$ cat src/rol_pkg.sv
// ----------------------------------------------------------------------------
// rol_pkg
// Types and constants shared by the range owner lookup modules.
// ----------------------------------------------------------------------------
package rol_pkg;

  localparam int MaxRanges = 64;
  localparam int CntW      = $clog2(MaxRanges + 1);
  localparam int IdW       = 31;
  localparam int OwnW      = 16;

  localparam logic [1:0] CMD_CLEAR  = 2'd0;
  localparam logic [1:0] CMD_ADD    = 2'd1;
  localparam logic [1:0] CMD_LOOKUP = 2'd2;
  localparam logic [1:0] CMD_NOP    = 2'd3;

  typedef struct packed {
    logic [1:0]      cmd;
    logic [IdW-1:0]  range_low;
    logic [IdW-1:0]  range_high;
    logic [OwnW-1:0] range_owner;
    logic [IdW-1:0]  lookup_id;
  } in_t;

  typedef struct packed {
    logic [OwnW-1:0] owner;
    logic            from_table;
    logic            status;
  } out_t;

  typedef struct packed {
    logic [IdW-1:0]  low;
    logic [IdW-1:0]  high;
    logic [OwnW-1:0] owner;
  } entry_t;

  // per-cell control from the top level
  typedef struct packed {
    logic occ;     // cell holds a live entry
    logic at_end;  // cell is the first free slot
    logic first;   // leftmost cell of the chain
    logic add_en;  // an add transfer is accepted this cycle
  } cell_ctl_t;

  // registered lookup flags of one cell
  typedef struct packed {
    logic le;      // live and low not above the id
    logic hi_ok;   // id not above high
  } cell_flag_t;

endpackage

$ cat src/rol_div.sv
// ----------------------------------------------------------------------------
// rol_div
// Restoring remainder unit, one dividend bit per cycle.
// ----------------------------------------------------------------------------
module rol_div (
  input  logic                    clk_i,
  input  logic                    rst_ni,
  input  logic                    start_i,
  input  logic [rol_pkg::IdW-1:0]  dividend_i,
  input  logic [rol_pkg::OwnW-1:0] divisor_i,
  output logic                    done_o,
  output logic [rol_pkg::OwnW-1:0] rem_o
);
  import rol_pkg::*;

  localparam int StepW = $clog2(IdW);

  logic             busy_q, done_q;
  logic [StepW-1:0] step_q;
  logic [IdW-1:0]   num_q;
  logic [OwnW:0]    rem_q, trial;

  // shift in the next dividend bit and subtract when it fits
  assign trial = {rem_q[OwnW-1:0], num_q[IdW-1]};

  always_ff @(posedge clk_i or negedge rst_ni) begin
    if (!rst_ni) begin
      busy_q <= 1'b0;
      done_q <= 1'b0;
      step_q <= '0;
    end else begin
      done_q <= 1'b0;
      if (start_i) begin
        busy_q <= 1'b1;
        step_q <= '0;
      end else if (busy_q) begin
        step_q <= step_q + 1'b1;
        if (step_q == StepW'(IdW - 1)) begin
          busy_q <= 1'b0;
          done_q <= 1'b1;
        end
      end
    end
  end

  always_ff @(posedge clk_i) begin
    if (start_i) begin
      num_q <= dividend_i;
      rem_q <= '0;
    end else if (busy_q) begin
      num_q <= {num_q[IdW-2:0], 1'b0};
      rem_q <= (trial >= {1'b0, divisor_i}) ? trial - {1'b0, divisor_i} : trial;
    end
  end

  assign done_o = done_q;
  assign rem_o  = rem_q[OwnW-1:0];

endmodule

$ cat config.mk
export PLATFORM = sky130hd
export DESIGN_NAME = rol_div
export DESIGN_NICKNAME = d
export VERILOG_FILES = /design/src/rol_pkg.sv /design/src/rol_div.sv
export SDC_FILE = /design/constraint.sdc
export NUM_CORES = 1
export LEC_CHECK = 0
export ABC_AREA = 1
export BUFFER_PORTS_ARGS = -buffer_cell sky130_fd_sc_hd__buf_2
export CAP_MARGIN = 20
export CORE_ASPECT_RATIO = 1.2
export CORE_MARGIN = 2
export CORE_UTILIZATION = 45
export CTS_BUF_LIST = sky130_fd_sc_hd__clkbuf_4 sky130_fd_sc_hd__clkbuf_8
export CTS_CLUSTER_SIZE = 16
export DETAILED_ROUTE_END_ITERATION = 10
export PLACE_DENSITY = 0.72
export SLEW_MARGIN = 20
export SYNTH_ARGS = -nofsm -noshare
export SYNTH_HDL_FRONTEND = slang
export SYNTH_SLANG_ARGS = --single-unit
$ cat constraint.sdc
create_clock -name clk_i -period 4.2 [get_ports clk_i]
set_clock_uncertainty 0.15 [all_clocks]
set_input_delay 0.42 -clock clk_i [delete_from_list [all_inputs] [get_ports clk_i]]
set_output_delay 0.42 -clock clk_i [all_outputs]
set_load 0.02 [all_outputs]
# [After elaboration in Yosys (flattened, before gate mapping)]
# Index checks and enable logic that the tools add are counted.
[word_totals] regBits=54 output_inout_bits=17 elab_cells=21
[classes] n_addsub=2 n_lt_le_gt_ge=1 eq_ne=1 n_mux=11 reduce_logical=1
[ops] cell="$mux 31" n=2
[ops] cell="$ge 17x16->1" n=1
[ops] cell="$mux 16" n=1
[ops] cell="$sub 16x16->16" n=1
[ops] cell="$mux 5" n=2
[ops] cell="$mux 1" n=6
[ops] cell="$add 5x1->5 const B" n=1
[ops] cell="$eq 5x5->1 const B" n=1
[ops] cell="$reduce_bool 2->1" n=1

# [Longest topological paths before layout]
[depth] depth_word=4 ltp_mapped=14 ltp_nobuf=14

# [Worst setup path after synthesis]
# Ideal clock, no wire load.
[synth_path] path_kind="input-to-reg" from="in divisor_i[12] (netlist bit)" to="reg rem_q[7]" setup_ps=150 arrival_ps=1748 t_required_ps=3900 path_slack_ps=2152 cell_stages=13 cell_sequence="inv_1 ha_1 nand2_1 inv_1 nand2_1 nand2_1 nand2_1 nand2_1 nor2_4 buf_4 nand3_1 nand3_2 o21ai_2"
[synth_between] elab_chain_len=2
[synth_rtl] element="from (decl)" line="rol_div.sv:10" rtl="input logic [rol_pkg::OwnW-1:0] divisor_i,"
[synth_rtl] element="$ge 17x16->1" line="rol_div.sv:52" rtl="rem_q <= (trial >= {1'b0, divisor_i}) ? trial - {1'b0, divisor_i} : trial;"
[synth_rtl] element="$mux 16" line="rol_div.sv:52"
[synth_rtl] element="to (signal assigned)" line="rol_div.sv:52"
[synth_rtl] element="to (decl)" line="rol_div.sv:21" rtl="logic [OwnW:0] rem_q, trial;"
# No other way between the ends.
# A chain may end at the register's enable or synchronous reset.

# [Worst setup path in the final report]
[layout_path] from="in start_i" to="reg num_q[3], enable pin"
[layout_between] elab_chain_len=1
[layout_rtl] element="from (decl)" line="rol_div.sv:8" rtl="input logic start_i,"
[layout_rtl] element="$reduce_bool 2->1 (no line)"
[layout_rtl] element="to (signal assigned)" line="rol_div.sv:48" rtl="num_q <= dividend_i;"
[layout_rtl] element="to (signal assigned)" line="rol_div.sv:51" rtl="num_q <= {num_q[IdW-2:0], 1'b0};"
[layout_rtl] element="to (decl)" line="rol_div.sv:20" rtl="logic [IdW-1:0] num_q;"
# No other way between the ends.

==> impl_metrics.ini <==
[critical_path]
required_ns = 4.07
startpoint_type = input port
path_cells = buf_2 -> nor2_1 -> inv_1 -> buf_4
end_kind = register
cp_max_fo = 36
path_delay_family = buffers and inverters
slowest_stage = inv_1
critPathBufInv = 3
worstReg2RegStart = busy_q
crit_path_start = start_i
cp.arrival_ns = 2.39
slowest_delay_ns = 0.83
crit_type = input port to register

[timing]
fin_setup_tns_ns = 0
clock.fmax_ghz = 0.396
finalSetupViolCount = 0
tightest_slew_ns = 1.03
finalHoldViolCount = 0
finalCritPeriodShare_pct = 60.2
drv_slew = 0
holdWs_ns = 0.226
fin_crit_ns = 2.53
rsz0062_at_grt = false
relSlewSlack_pct = 31.4

[die]
die_h_um = 101
row_count = 35
fp.coreArea_mm2 = 0.00766
die-area_mm2 = 0.00857
num_io_pins = 67
dieWidth_um = 84.8
initial_utilization_pct = 46.1

[clocking]
path_clk_slew_ns = 0.09
h-tree-depth = 2
numCtsBuffers = 5
clock-sinks = 54
root_buffer = clkbuf_8
clockBufferDepth = 2
clock_latency_ns = 0.30
cts_tree = yes
cts_resized = 0

[routing]
drt_wl_total_um = 7560
avgViaCountPerCell = 4.92
ant_nets = 0
wl_per_cell_um = 11.8
vias = 3141
remaining_drc_errors = 0
drt_pass1_iterations = 4
drtIter0Drc = 134

[power]
cellPowerDensity_mw_per_mm2 = 491
p_leak_nw = 2.22
peakVddDrop_v = 0.000259

[layout]
areaGrowthSynthToFinish_pct = 13.7
drive_above_1_share_pct = 18.3
seq_area_mm2 = 0.00143
fillers = 762
fin_nets = 615
n_antenna_cell = 0
layout_common_cells = nand2_1 (203), inv_1 (69), buf_2 (66)
multi_input_area_mm2 = 0.00178
mostFrequentLayoutCell = nand2_1

[logic_synthesis]
synthArstFlopShare_pct = 13.0
synth_cells = 483
syn-num-nets = 552
avgSynthCellArea_um2 = 7.31
synth_edf_count = 31
synth_top_flop_cell = edfxtp_1
synth_area_mm2 = 0.00353
synth_warnings = 0
synth_seq_cells = 54
seq_area_frac_synth_pct = 40.4
netlist-cell-type-count = 35

[placed_design]
hpwl_um = 5940
routabilityCongestion = 0.865
portBuffers = 66

[grt]
grtUsageTotal_pct = 18.4
grt_overflow_total = 0
grt_pass1_vias = 2963
grt_pass1_wl_um = 13000
grt_max_degree = 37
antenna_found_initial = 0

[hold_path]
hold_path.startpoint = dividend_i[0]
hp-class = input port to register

[run]
cap_violations = 0

[status]
status = completed
-- logic make-up (layout without fill, tap and decap cells) --
family / Yosys count / after routing / share of synthesized area [%]
fa+ha+maj: 19 / 19 / 6.95
simple gates: 296 / 296 / 37.7
flops: 54 / 54 / 40.4
buf+inv: 82 / 146 / 9.29
compound gates: 25 / 25 / 3.93
xor+xnor: 7 / 7 / 1.74
-- synthesized netlist by cell type (7+ instances only) --
library cell | count | share of area, %
a21oi_1 | 12 | 1.7
nand3_1 | 33 | 4.7
nand3_2 | 10 | 2.8
nand2_1 | 203 | 22
clkbuf_1 | 7 | 0.74
nand3b_1 | 8 | 1.7
edfxtp_1 | 31 | 26
dfxtp_1 | 16 | 9.1
dfrtp_1 | 7 | 5.0
nor2_1 | 16 | 1.7
ha_1 | 18 | 6.4
inv_1 | 69 | 7.3
o21ai_0 | 9 | 1.3
-- registers in the layout, summed over array words and instances, names as in the netlist --
signal / flops
done_o: 1
num_q: 31
rem_q: 16
busy_q: 1
step_q: 5
-- worst register-to-register path: stages (launching register included) --
cell and delay [ns]:
dfrtp_1 0.43, nor2_1 0.52, inv_1 0.64, buf_4 0.41
-- report_power, final --
group / switching (W) / internal (W)
clock network: 0.000163 / 0.000122
registers: 0.0000710 / 0.000646
logic: 0.000610 / 0.000358
-- worst paths after layout --
path	cells past startpoint	slack [ns]	end
max	4	1.67	num_q[3]
min	3	0.23	num_q[0]
max reg2reg	3	1.82	num_q[3]
min reg2reg	1	0.35	step_q[4]
max in group asynchronous	2	3.42	busy_q
min in group asynchronous	2	0.32	done_o
-- layer usage --
| layer | vias to the layer above | share of wire, % | GRT usage (%) |
|---|---|---|---|
| met5 | - | 0 | 0 |
| met4 | 0 | 1.9 | 6.35 |
| met3 | 13 | 3.4 | 2.05 |
| met2 | 78 | 49 | 32.6 |
| met1 | 1410 | 46 | 23.3 |
| li1 | 1640 | - | - |
-- per-stage QoR --
stage                     power [W]  util (%)  cells  setup WS (ns)  cell area (µm²)
after floorplan             0.00148         -    483           2.15             3530
after global placement      0.00168      51.1    630           1.41             3920
after detailed placement    0.00169      51.1    630           1.32             3920
after CTS                   0.00198      52.4    639           1.64             4010
after global routing        0.00214      52.4    639           1.46             4010
final                       0.00197      52.4    639           1.67             4010
-- cell type report --
cell class                 count  share of cell area (%)
clock buffer                   6                    1.90
tap                           92                    2.87
timing repair buffer          68                    8.67
clock inverter                 2                   0.218
sequential                    54                    35.5
inverter                      70                    6.55
multi-input combinational    347                    44.2
-- timing repair --
action | in CTS | in global routing
hold buffers | 1 | 0
hold endpoints to repair | 7 | 0
endpoints found under the setup margin | 0 | 0
buffers inserted | 0 | 0
Power figures use the tool's default switching activity.
