[config.mk]
export PLATFORM = sky130hd
export DESIGN_NAME = rol_cell
export DESIGN_NICKNAME = d
export VERILOG_FILES = /design/src/rol_pkg.sv /design/src/rol_cell.sv
export SDC_FILE = /design/constraint.sdc
export NUM_CORES = 1
export LEC_CHECK = 0
export BUFFER_PORTS_ARGS = -buffer_cell sky130_fd_sc_hd__buf_2
export CAP_MARGIN = 20
export CORE_AREA = 2 2 113 115
export DETAILED_ROUTE_END_ITERATION = 10
export DIE_AREA = 0 0 115 117
export PLACE_DENSITY = 0.91
export SYNTH_ARGS = -nofsm -noshare
export SYNTH_HDL_FRONTEND = slang
export SYNTH_SLANG_ARGS = --single-unit
[constraint.sdc]
create_clock -name clk_i -period 5.5 [get_ports clk_i]
set_input_delay 0.825 -clock clk_i [delete_from_list [all_inputs] [get_ports clk_i]]
set_output_delay 0.825 -clock clk_i [all_outputs]
set_load 0.01 [all_outputs]
[src/rol_pkg.sv]
// ----------------------------------------------------------------------------
// rol_pkg
// Types and constants shared by the range owner lookup modules.
// ----------------------------------------------------------------------------
package rol_pkg;

  localparam int MaxRanges = 64;
  localparam int CntW      = $clog2(MaxRanges + 1);
  localparam int IdW       = 31;
  localparam int OwnW      = 16;

  localparam logic [1:0] CMD_CLEAR  = 2'd0;
  localparam logic [1:0] CMD_ADD    = 2'd1;
  localparam logic [1:0] CMD_LOOKUP = 2'd2;
  localparam logic [1:0] CMD_NOP    = 2'd3;

  typedef struct packed {
    logic [1:0]      cmd;
    logic [IdW-1:0]  range_low;
    logic [IdW-1:0]  range_high;
    logic [OwnW-1:0] range_owner;
    logic [IdW-1:0]  lookup_id;
  } in_t;

  typedef struct packed {
    logic [OwnW-1:0] owner;
    logic            from_table;
    logic            status;
  } out_t;

  typedef struct packed {
    logic [IdW-1:0]  low;
    logic [IdW-1:0]  high;
    logic [OwnW-1:0] owner;
  } entry_t;

  // per-cell control from the top level
  typedef struct packed {
    logic occ;     // cell holds a live entry
    logic at_end;  // cell is the first free slot
    logic first;   // leftmost cell of the chain
    logic add_en;  // an add transfer is accepted this cycle
  } cell_ctl_t;

  // registered lookup flags of one cell
  typedef struct packed {
    logic le;      // live and low not above the id
    logic hi_ok;   // id not above high
  } cell_flag_t;

endpackage

[src/rol_cell.sv]
// ----------------------------------------------------------------------------
// rol_cell
// One table slot: holds an entry, shifts right on a sorted insert, and flags
// its relation to the lookup id.
// ----------------------------------------------------------------------------
module rol_cell (
  input  logic                   clk_i,
  input  rol_pkg::cell_ctl_t     ctl_i,
  input  rol_pkg::entry_t        new_i,
  input  rol_pkg::entry_t        left_i,
  input  logic                   left_gt_i,
  input  logic [rol_pkg::IdW-1:0] id_i,
  output rol_pkg::entry_t        entry_o,
  output logic                   gt_o,
  output rol_pkg::cell_flag_t    flag_o
);
  import rol_pkg::*;

  entry_t     entry_q, entry_d;
  cell_flag_t flag_q;

  // live entry sorts after the one being added
  assign gt_o = ctl_i.occ && (entry_q.low > new_i.low);

  // insert: take the left neighbor, take the new entry, or keep
  always_comb begin
    entry_d = entry_q;
    if (ctl_i.add_en) begin
      if (!ctl_i.first && left_gt_i) begin
        entry_d = left_i;
      end else if (gt_o || ctl_i.at_end) begin
        entry_d = new_i;
      end
    end
  end

  always_ff @(posedge clk_i) begin
    entry_q      <= entry_d;
    flag_q.le    <= ctl_i.occ && (entry_q.low <= id_i);
    flag_q.hi_ok <= (id_i <= entry_q.high);
  end

  assign entry_o = entry_q;
  assign flag_o  = flag_q;

endmodule

After elaboration in Yosys (flattened, before gate mapping)
Cells that the tools add are included.

Register bits after elaboration: 80. Bits of input ports: 193. Output and inout bits: 81. Word-level logic and storage cells: 17.

Order comparisons: 3. Muxes and demuxes: 2. Reduce and logical (&&, ||, !) cells: 7.

Operator list (number): 78-bit two-way mux (2); 31-bit <= comparator (2); 31-bit greater-than comparator (1); 1-bit logical AND (3); 2-bit AND reduction (1); 2-bit nonzero test (1); 1-bit zero test (1); 1-bit logical OR (1).

Logic depth before layout (Yosys ltp)
Gate-level depths: netlist of run 1.

Depth after elaboration: 5. Mapped depth: 7. Gate-level depth less buffers: 7.

Worst setup path after synthesis of run 1
Ideal clock, no wire load.

Path type: input-to-reg. Start: input port new_i[76] in the netlist's numbering. End: register entry_q (netlist bit entry_o[0]), enable pin. Setup time: 0.450 ns. Data arrival time: 3.817 ns. Required time: 5.050 ns. Slack: 1.233 ns. Stages: 6. Buffers on the path: 0. Cell sequence: inv_1 -> ha_1 -> nand4_1 -> nor4_1 -> o41a_1 -> o31a_1.

Word-level cells in the longest chain between the ends: 5.

RTL lines: start: declaration (line rol_cell.sv:9) `input rol_pkg::entry_t new_i,`; 31-bit greater-than comparator (line rol_cell.sv:23) `assign gt_o = ctl_i.occ && (entry_q.low > new_i.low);`; 1-bit logical AND (line rol_cell.sv:23); 1-bit logical OR (line rol_cell.sv:31) `end else if (gt_o || ctl_i.at_end) begin`; 2-bit nonzero test (no source line); 2-bit AND reduction (no source line); end signal: assignment (line rol_cell.sv:38) `entry_q <= entry_d;`; end: declaration (line rol_cell.sv:19) `entry_t entry_q, entry_d;`.

Every way passes these cells. A chain may end at the register's enable or synchronous reset.

Worst setup path after layout of run 1
Start: input port new_i[76] in the netlist's numbering. End: register entry_q (netlist bit entry_o[14]), enable pin.

Same word-level chain as after synthesis.

==> results of run 1 <==
[where the power goes]
group	total [uW]	internal, uW	switching (uW)
Clock	640	398	242
Combinational	412	200	213
Sequential	761	732	29.8
[metal layers]
layer | part of all wire | up-vias | wire length [um]
li1 | - | 2408 | -
met1 | 0.39 | 2266 | 5980
met2 | 0.52 | 204 | 7930
met3 | 0.063 | 38 | 964
met4 | 0.032 | 0 | 491
met5 | 0 | - | 0
[critical path, delay by kind of cell]
family / cells / cell delay, ps
buffers and inverters: 3 / 460
adder cells (fa/ha/maj): 1 / 310
AND/OR/NAND/NOR: 2 / 750
AO/OA/AOI/OAI: 2 / 1040
[layout by cell type, fill, tap and decap left out, types with 3 or more instances in the layout]
master	netlist	routed
a211oi_1	5	5
a21oi_1	35	35
buf_2	3	273
clkbuf_16	0	9
edfxtp_1	78	78
ha_1	93	93
inv_1	95	95
mux2_2	78	78
nand2_1	20	20
nand3_1	9	9
nand4_1	16	16
nor2_1	12	12
nor3_1	7	7
o211ai_1	3	3
o21a_1	4	4
o21ai_0	15	15
[kinds of logic (layout without fill, tap and decap cells)]
logic type / count (synthesis) / in the layout
buffers and inverters: 104 / 386
adder cells (fa/ha/maj): 93 / 93
flip-flops: 80 / 80
AO/OA/AOI/OAI: 79 / 79
multiplexers: 78 / 78
AND/OR/NAND/NOR: 73 / 73
[stage by stage]
stage	total power (uW)	instances	hold WS (ps)	cell area, um2	utilization
floorplan	999	507	771	5670	-
finish	1810	939	734	7540	0.613
global placement	1170	923	834	7220	0.586
CTS	1830	939	720	7540	0.613
global route	1910	939	730	7540	0.613
detailed placement	1190	923	855	7220	0.586
[synthesized netlist by cell type (4+ instances only)]
library cell / number / area [um2]
nand2_1: 20 / 75.1
a21oi_1: 35 / 175
nand3_1: 9 / 45.0
nor3_1: 7 / 35.0
nand4_1: 16 / 100
ha_1: 93 / 1160
o21a_1: 4 / 30.0
nor2_1: 12 / 45.0
mux2_2: 78 / 878
clkbuf_1: 6 / 22.5
inv_1: 95 / 357
o21ai_0: 15 / 75.1
a211oi_1: 5 / 37.5
edfxtp_1: 78 / 2340
[worst min path at each step]
stage	cells after the start	end	slack [ps]
floorplan	4	flag_o[1]	770
global placement	5	flag_o[0]	830
detailed placement	5	flag_o[0]	860
global route	3	flag_o[1]	730
finish	3	flag_o[1]	730
CTS	3	flag_o[1]	720
[layout make-up]
type | instances | area, um2 | area share
well taps | 150 | 188 | 0.0249
repair buffers | 275 | 1390 | 0.185
multi-input cells | 323 | 2900 | 0.385
flip-flops and latches | 80 | 2380 | 0.316
inverters | 95 | 357 | 0.0473
clock inverters | 7 | 95.1 | 0.0126
clock buffers | 9 | 225 | 0.0299
[state kept, by name, indices dropped and copies added, names as in the netlist]
register and count:
entry_o 78, flag_o 2
==> results.yml, run 1 <==
yosys:
  yosysSeqAreaShare: 0.420
  synth_xor_area_frac: 0
  ys_ff_latch: 80
  synth_top_family_by_area: "adder cells"
  syn_area_per_cell_um2: 11.2
  syn_nets: 793
  yosysUniqueCellTypes: 36
  synthAdderAreaFrac: 0.205
  synth_compound_area_frac: 0.0859
  synth_edf_count: 78
  synthFlopType: "edfxtp_1"
  synth_warnings: 0
  synth_area_um2: 5670
  muxShareOfSynthArea: 0.155
  async_reset_ff_frac: 0
  syn_inst: 507
  synth_simple_gate_area_frac: 0.0640
sta:
  setup_tns_ps: 0
  fin_skew_ps: 5.24
  max_freq_ghz: 0.294
  setup_slack_ps: 2100
  final_hold_viol_count: 0
  slew_viol_final: 0
  finalCriticalPeriod_ps: 3400
  rsz0062_at_grt: "no"
  tightest_slew_ps: 1000
  fin_crit_sh: 0.618
  relSlewSlack: 0.331
  setup_violations: 0
clock_network:
  cts_resized: 0
  htree_num_levels: 3
  cts_tree: "done"
  cts_hold_buf: 0
  cts_num_sinks: 80
  path_clk_slew_ps: 60
  cts_buffer_depth: 2
  ctsRootBufferMaster: "clkbuf_16"
  numCtsBuffers: 9
  cts_setup_buffers: 0
  clock_latency_ps: 340
worst_setup_path:
  end_kind: "register"
  startpoint_type: "input port"
  rr_startpoint: "entry_o[76]"
  crit_type: "input port to register"
  r2r_cells: 6
  crit_path_max_incr_delay_ps: 760
  crit_chain: "buf_2, inv_1, ha_1, nand4_1, nor4_1, o41a_1, o31a_2, buf_12"
  slowest_stage: "o31a_2"
  crit_required_ps: 5520
  reg2reg_to: "entry_o[14]"
  cp-startpoint: "new_i[76]"
  crit_path_end: "entry_o[14]"
  reg2reg_slack_ps: 2230
  crit_arrival_ps: 3420
  worstPathMaxFanout: 44
final_layout:
  nets: 1070
  fill_cells: 1000
  drive_above_1_share: 0.471
  synthToLayoutAreaGrowth_pct: 33.0
  diodes: 0
floorplanning:
  ios: 274
  coreArea_um2: 12300
  dieHeight_um: 117
  die-area_um2: 13500
  die_w_um: 115
  start_util: 0.460
  num_rows: 41
global_routing:
  met2_usage: 0.410
  grt_pass1_vias: 4736
  use_met3: 0.0530
  grt_pass1_wl_mm: 22.7
  gr-max-usage-layer: "met2"
  grt_util_all_layers: 0.226
  grt_antenna_before_repair: 0
  grt_max_degree: 79
  grt_use_met1: 0.253
  grt-ovfl-total: 0
drt:
  routed_wl_mm: 15.4
  wl_per_cell_um: 16.4
  postRouteAntennaNets: 0
  drtIter0Drc: 291
  vias: 4916
  vias_per_cell: 5.24
  first_pass_iters: 6
  drc: 0
placement:
  place_ws_ps: 1780
  port_buffers: 273
  gp_congestion: 0.856
  dpl.hpwl_mm: 12.7
power:
  leakage_uw: 0.00380
  p_per_area_nw_per_um2: 241
  peakVddDrop_v: 0.000195
job:
  maxCapViolCount: 0
min_path:
  min_from: "ctl_i[3]"
  hold_path.class: "input port to register"
status:
  status: "finished, final reports clean"
Power figures use the tool's default switching activity.
==> run 2: changes to the inputs <==
--- a/config.mk
+++ b/config.mk
@@ -7,10 +7,10 @@
 export LEC_CHECK = 0
 export BUFFER_PORTS_ARGS = -buffer_cell sky130_fd_sc_hd__buf_2
 export CAP_MARGIN = 20
-export CORE_AREA = 2 2 113 115
+export CORE_AREA = 2 2 118 120
 export DETAILED_ROUTE_END_ITERATION = 10
-export DIE_AREA = 0 0 115 117
-export PLACE_DENSITY = 0.91
+export DIE_AREA = 0 0 120 122
+export PLACE_DENSITY = 0.88
 export SYNTH_ARGS = -nofsm -noshare
 export SYNTH_HDL_FRONTEND = slang
 export SYNTH_SLANG_ARGS = --single-unit
==> constraint.sdc (replaced) <==
create_clock -name clk_i -period 3.1 [get_ports clk_i]
set_input_delay 0.465 -clock clk_i [delete_from_list [all_inputs] [get_ports clk_i]]
set_output_delay 0.465 -clock clk_i [all_outputs]
set_load 0.01 [all_outputs]
==> run 2 against run 1 <==
  * Clock power rose by 84%
  * Non-clock buffer count rose by 1
  * Combinational power rose by 77%
  * Highest routed layer unchanged
  * Core utilization fell by 5.0 points
  * Cell count rose by 3.3%
  * Sequential share of layout area fell by 0.25 points
  * First-iteration DRC count fell by 21%
  * Count of clock-buffer cells in the layout did not move
  * Flip-flop and latch count did not move
  * Design area rose by 0.80%
==> results.yml, run 2 (same netlist as run 1, synthesis figures left out) <==
power:
  peakVddDrop_v: 0.000282
  leakage_uw: 0.00381
  p_per_area_nw_per_um2: 429
  p_switching_uw: 893
  seq_power_share: 0.414
  p_sw_frac: 0.274
  p_comb_frac: 0.223
  p_int_uw: 2370
  pwr-share-clk: 0.363
final_layout:
  fill_cells: 1164
  nets: 1071
  drive_above_1_share: 0.472
  mostFrequentLayoutCells: "buf_2 (273), inv_1 (95), ha_1 (93)"
  synthToLayoutAreaGrowth_pct: 34.1
  final_common_cell: "buf_2"
  largest_reg_flops: 78
  diodes: 0
  utilization: 0.563
floorplanning:
  coreArea_um2: 13500
  dieHeight_um: 122
  ios: 274
  die-area_um2: 14600
  die_w_um: 120
  start_util: 0.420
  num_rows: 43
drt:
  drc: 0
  drtIter0Drc: 229
  vias_per_cell: 4.97
  first_pass_iters: 4
  wl_per_cell_um: 15.8
  postRouteAntennaNets: 0
  routed_wl_mm: 15.3
  vias: 4817
clock_network:
  ctsRootBufferMaster: "clkbuf_16"
  cts_buffer_depth: 2
  cts_setup_buffers: 0
  htree_num_levels: 3
  numCtsBuffers: 9
  path_clk_slew_ps: 60
  clock_latency_ps: 350
  cts_tree: "done"
  cts_num_sinks: 80
  cts_hold_buf: 0
  cts_resized: 0
placement:
  dpl.hpwl_mm: 12.6
  port_buffers: 273
  gp_congestion: 0.867
sta:
  holdWs_ps: 378
  slew_viol_final: 0
  max_freq_ghz: 0.342
  relSlewSlack: 0.491
  rsz0062_at_grt: "no"
  fin_crit_sh: 0.944
  final_hold_viol_count: 0
  finalCriticalPeriod_ps: 2930
  tightest_slew_ps: 745
  setup_violations: 0
  setup_tns_ps: 0
  fin_skew_ps: 7.92
global_routing:
  grt_max_degree: 79
  grt_pass1_wl_mm: 22.9
  grt-ovfl-total: 0
  grt_antenna_before_repair: 0
  grt_util_all_layers: 0.204
  grt_pass1_vias: 4697
job:
  maxCapViolCount: 0
worst_setup_path:
  startpoint_type: "register"
  crit_required_ps: 2630
  rr_startpoint: "entry_o[76]"
  crit_arrival_ps: 2460
  end_kind: "output port"
  cp-startpoint: "entry_o[76]"
  worstPathMaxFanout: 4
  crit_type: "register to output port"
min_path:
  min_from: "ctl_i[3]"
  hold_path.class: "input port to register"
status:
  status: "finished, final reports clean"
## run 2: cell count changes in the layout (fill, tap and decap cells not counted), sizes merged
cell / previous run / this run
clkinv: 3 / 2
buf: 275 / 276
inv: 96 / 97
## run 2: layer usage
metal	vias up	wire length, um	track usage
li1	2411	-	-
met1	2222	6300	0.240
met2	168	7820	0.363
met3	16	900	0.0421
met4	0	274	0.0846
met5	-	0	0
## run 2: metrics by stage
step	instances	total power [uW]	cell area (um2)	worst slack [ps]
finish	970	3260	7600	175
global route	970	3420	7600	71.7
CTS	970	3290	7600	145
detailed placement	954	2100	7270	206
global placement	954	2070	7270	340
floorplan	507	1770	5670	106
## run 2: path summary, 6_finish.rpt
path	end	slack (ps)	cells past startpoint
worst max register to register	entry_o[36]	350	6
worst max-delay path	gt_o	170	6
worst min register to register	flag_o[0]	850	5
worst min-delay path	flag_o[1]	380	3
## run 2: critical path, cell delays in order, from the launching register on
cell and delay (ps):
edfxtp_1 430, ha_1 340, nand4_1 200, nor4_1 580
o41a_1 300, o21a_1 120, buf_2 140
## run 2: cell type report
cell class              instances  area [um2]  share of cell area
inverters                      95         357              0.0469
clock inverters                 7         103              0.0135
multi-input cells             323        2910               0.383
clock buffers                   9         225              0.0296
flip-flops and latches         80        2380               0.313
well taps                     180         225              0.0296
repair buffers                276        1400               0.184
## run 2: power by group through the flow
stage / clock (uW) / sequential, uW / combinational [uW]
6_report: 1180 / 1350 / 728
5_1_grt: 1240 / 1360 / 821
4_1_cts: 1200 / 1350 / 735
3_5_place_dp: 0 / 1370 / 727
3_3_place_gp: 0 / 1370 / 700
2_1_floorplan: 0 / 1400 / 369
